<file path="src/whrs_pkg.sv">
// Shared types, codes and helpers of the weighted hop rate selector.
package whrs_pkg;

  localparam int RATE_W  = 32;
  localparam int FACT_W  = 24;
  localparam int TOTAL_W = 40;
  localparam int FRAC_W  = 32;
  localparam int IDX_W   = 8;
  localparam int STAT_W  = 2;
  localparam int CFG_IDX_W = 3;

  localparam logic [STAT_W-1:0] STAT_OK    = 2'd0;
  localparam logic [STAT_W-1:0] STAT_FULL  = 2'd1;
  localparam logic [STAT_W-1:0] STAT_EMPTY = 2'd2;

  localparam logic CMD_APPEND = 1'b0;
  localparam logic CMD_SELECT = 1'b1;

  localparam logic [CFG_IDX_W-1:0] REG_HEAD_PLUS  = 3'd0;
  localparam logic [CFG_IDX_W-1:0] REG_HEAD_MINUS = 3'd1;
  localparam logic [CFG_IDX_W-1:0] REG_TAIL_PLUS  = 3'd2;
  localparam logic [CFG_IDX_W-1:0] REG_TAIL_MINUS = 3'd3;
  localparam logic [CFG_IDX_W-1:0] REG_COOP       = 3'd4;

  localparam logic [RATE_W-1:0] RATE_RESET = 32'h0001_0000;
  localparam logic [FACT_W-1:0] FACT_RESET = 24'h01_0000;

  typedef struct packed {
    logic              command;
    logic              restart_list;
    logic              terminus;
    logic              direction;
    logic              away_from_neighbour;
    logic [FRAC_W-1:0] uniform_fraction;
  } in_item_t;

  typedef struct packed {
    logic [TOTAL_W-1:0] total_rate;
    logic [IDX_W-1:0]   chosen_index;
    logic [STAT_W-1:0]  status;
  } out_item_t;

  typedef enum logic [2:0] {
    ST_IDLE,
    ST_MUL,
    ST_APPEND,
    ST_THR_LO,
    ST_THR_HI,
    ST_WALK,
    ST_OUT
  } state_t;

  // Saturating add of a rate into a 40-bit sum.
  function automatic logic [TOTAL_W-1:0] sat_add(input logic [TOTAL_W-1:0] a,
                                                 input logic [RATE_W-1:0] b);
    logic [TOTAL_W:0] s;
    s = {1'b0, a} + {9'd0, b};
    return s[TOTAL_W] ? {TOTAL_W{1'b1}} : s[TOTAL_W-1:0];
  endfunction

endpackage

</file>
<file path="src/whrs_cell.sv">
// One storage cell of the candidate rate ring.
module whrs_cell
  import whrs_pkg::*;
(
  input  logic              clk,
  input  logic              wr_en,
  input  logic [RATE_W-1:0] wr_data,
  input  logic              shift_en,
  input  logic [RATE_W-1:0] shift_in,
  output logic [RATE_W-1:0] rate
);

  always_ff @(posedge clk) begin
    if (wr_en) begin
      rate <= wr_data;
    end else if (shift_en) begin
      rate <= shift_in;
    end
  end

endmodule

</file>
<file path="config.mk">
export PLATFORM = sky130hd
export DESIGN_NAME = whrs_cell
export DESIGN_NICKNAME = d
export VERILOG_FILES = /design/src/whrs_pkg.sv /design/src/whrs_cell.sv
export SDC_FILE = /design/constraint.sdc
export NUM_CORES = 1
export LEC_CHECK = 0
export ABC_AREA = 1
export BUFFER_PORTS_ARGS = -buffer_cell sky130_fd_sc_hd__buf_4
export CORE_MARGIN = 1
export CORE_UTILIZATION = 43
export DETAILED_ROUTE_END_ITERATION = 12
export GPL_TIMING_DRIVEN = 1
export PLACE_DENSITY = 0.94
export SLEW_MARGIN = 20
export SYNTH_ARGS = -nofsm -noshare
export SYNTH_HDL_FRONTEND = slang
export SYNTH_SLANG_ARGS = --single-unit
</file>
<file path="constraint.sdc">
create_clock -name clk -period 2.1 [get_ports clk]
set_clock_uncertainty 0.15 [all_clocks]
set_input_delay 0.105 -clock clk [delete_from_list [all_inputs] [get_ports clk]]
set_output_delay 0.105 -clock clk [all_outputs]
set_load 0.005 [all_outputs]
</file>
# Word-level counts from Yosys, hierarchy flattened
# Index checks and enable logic that the tools add are counted.
# W data, S select, Z words.
# classes
n_addsub	0
n_mul	0
n_div	0
n_lt_le_gt_ge	0
n_eq_ne	0
n_shift	0
mux	2
n_bitwise	0
reduce_logical	1
# op_table
cell	n
$mux W32	2
$reduce_bool A2 Y1	1
# word_totals
regBits	32
latchBits	0
ram_bits	0
mem_bits_ro	0
inputBits	67
output_inout_bits	32
word_cells	4
n_memories	0

# Logic depth before layout (Yosys ltp)
# logic_depth
depth_word	2
depth_mapped	5
depth_no_buf	3

# Worst setup path before layout
# Ideal clock, no wire load.
# synth_timing
path_kind	input-to-reg
startpoint	input port wr_en
endpoint	register rate[0], enable pin
setup_time_ps	329
arrival_time_ps	736
required_time_ps	1621
slack_ps	885
path_stages	2
path_buffers	1
path_cell_list	buf_6 or2_2
# synth_between
elab_chain_len	1
# synth_rtl
item	line	source
from (decl)	whrs_cell.sv:6	input logic wr_en,
$reduce_bool A2 Y1 (no source line)	-	
to (signal assigned)	whrs_cell.sv:15	rate <= wr_data;
to (signal assigned)	whrs_cell.sv:17	rate <= shift_in;
to (decl)	whrs_cell.sv:10	output logic [RATE_W-1:0] rate
# No other way between the ends.
# A chain may end at the register's enable or synchronous reset.

# Final worst setup path
# layout_timing
startpoint	input port wr_en
endpoint	register rate[13], data pin
# layout_between
elab_chain_len	1
# layout_rtl
item	line	source
$mux W32	whrs_cell.sv:14	if (wr_en) begin
# No other way between the ends.

==> flow_summary_export.csv <==
group,metric,value,unit
floorplanning,die_area,0.00349,mm^2
yosys,ys_warn_count,0,
floorplanning,io_pins,99,
finish,largest_register,"rate",
finish,reg_top3,"rate x32",
timing,slew_headroom,50.7,%
finish,fin_area,0.00282,mm^2
global_route,grt_max_degree,34,
routing,drt_pre_antenna_iters,4,
global_route,grt_pass1_vias,1696,
timing,achievable-frequency,626,MHz
critical_path,crit_slowest_cell,"dlygate4sd3_1",
power,p_per_area,556,mW/mm^2
timing,timing.final.crit_share,76.1,%
routing,ant_nets,0,
floorplanning,core_area,0.00308,mm^2
placement,placed_area,0.00213,mm^2
critical_path,crit_path_end_kind,"flop",
timing,setup_viol,0,
global_route,grt_pass1_wl,7980,um
timing,finalHoldViolations,0,
timing,fin_setup_tns,0,ns
global_route,antenna_found_initial,0,
timing,fin_crit,1.60,ns
floorplanning,num_rows,20,
clock_tree,cts_sinks,32,
placement,numPlacedInstances,273,
placement,gp_congestion,0.718,
flow_run,drv_cap,0,
clock_tree,clkTransAtPathRegs,0.11,ns
critical_path,cp-start-kind,"input port",
finish,insertedDiodeCount,0,
global_route,grt.overflow.total,0,
critical_path,required,2.04,ns
yosys,ys_seq_area_share,68.6,%
timing,rsz0062_at_grt,"no",
placement,dp_hpwl,2240,um
timing,worst_pin_slew,0.739,ns
critical_path,cp_data_arrival_time,1.54,ns
finish,fin_nets,367,
yosys,synth_cell_types,6,
clock_tree,cts_htree_levels,2,
clock_tree,clock-root-buffer,"clkbuf_4",
critical_path,path_class,"input port to flop",
min_path,holdCritPathClass,"input port to flop",
routing,routed_wirelength,5460,um
floorplanning,start_util,45.5,%
routing,vias_per_cell,4.85,
placement,pre_cts_slack,0.793,ns
routing,drc,0,
clock_tree,cts_made_buffers,5,
placement,port-buffer-count,98,
finish,drive_above_1_share,35.9,%
critical_path,critPathTopFamily,"buffers and inverters",
yosys,synth_seq_cells,32,
floorplanning,dieWidth,59.1,um
run_status,status,"complete, no violations",
power,p_leak,1.41,nW
finish,instances_no_fill,345,
yosys,syn_area_per_cell,10.2,um^2
finish,area_delta_synth_final,102,%
routing,drt_iter0_markers,96,
yosys,synthCells,137,
critical_path,path_cells,"buf_4 > buf_4 > inv_4 > nand2_1 > nand2_1 > dlygate4sd3_1",
finish,layout_commonest_cell,"buf_4",
clock_tree,cts_setup_buffers,0,
global_route,grt_usage,32.9,%
routing,avgRoutedWirePerCell,15.8,um
critical_path,path_max_fanout,33,
clock_tree,cts_tree,"done",
timing,setup_ws,0.502,ns
yosys,mappedNetlistArea,0.00140,mm^2
finish,post-route-util,91.7,%
routing,vias,1672,
yosys,syn_nets,204,
power,peakVddDrop,0.390,mV
finish,largest_reg_flops,32,
timing,whs,0.427,ns
critical_path,slowest_delay,0.57,ns
timing,drv_slew,0,
floorplanning,die_h,59.1,um
critical_path,critPathBufInv,4,
clock_tree,cts.path.max_buffers,2,
power,power,1.57,mW
finish,final_cell_mix,"buf_4 (99), nand2_1 (96), dlygate4sd3_1 (64)",
## metal layers
| layer | GRT usage, % | share of wire [%] |
|---|---|---|
| met1 | 32.3 | 32 |
| met2 | 64.0 | 58 |
| met3 | 9.17 | 7.2 |
| met4 | 13.6 | 3.1 |
| met5 | 0 | 0 |
## kinds of logic after synthesis
logic type	Yosys count	synth area share (%)
buffers and inverters	8	5.27
flip-flops	32	68.6
AND/OR/NAND/NOR	97	26.2
## cell usage after synthesis, drive strengths merged
| master | instances | area, um^2 |
|---|---|---|
| buf | 7 | 67.6 |
| edfxtp | 32 | 961 |
| inv | 1 | 6.26 |
| nand2 | 96 | 360 |
| or2 | 1 | 6.26 |
## what timing repair did
| item | 4_1_cts | 5_1_grt |
|---|---|---|
| hold buffers | 64 | 0 |
| endpoints found under the hold margin | 32 | 0 |
| gates resized for setup | 0 | 0 |
## where the power goes
group	switching [mW]	internal (mW)	total (mW)
combinational	0.153	0.275	0.428
sequential	0.0232	0.784	0.807
clock	0.212	0.123	0.335
## final cells by class
type                            count  area, um^2
Multi-Input combinational cell     97         367
Fill cell                         128         254
Inverter                            1        6.26
Clock buffer                        5        37.5
Clock inverter                      3        13.8
Tap cell                           44        55.1
Timing Repair Buffer              163        1380
Sequential cell                    32         961
## worst paths after layout
kind              slack, ns                 end        start  cells after the start
setup / recovery       0.50  rate[13]$_DFFE_PP_        wr_en                      6
hold / removal         0.43  rate[29]$_DFFE_PP_  wr_data[29]                      4
(Power assumes the default switching activity.)
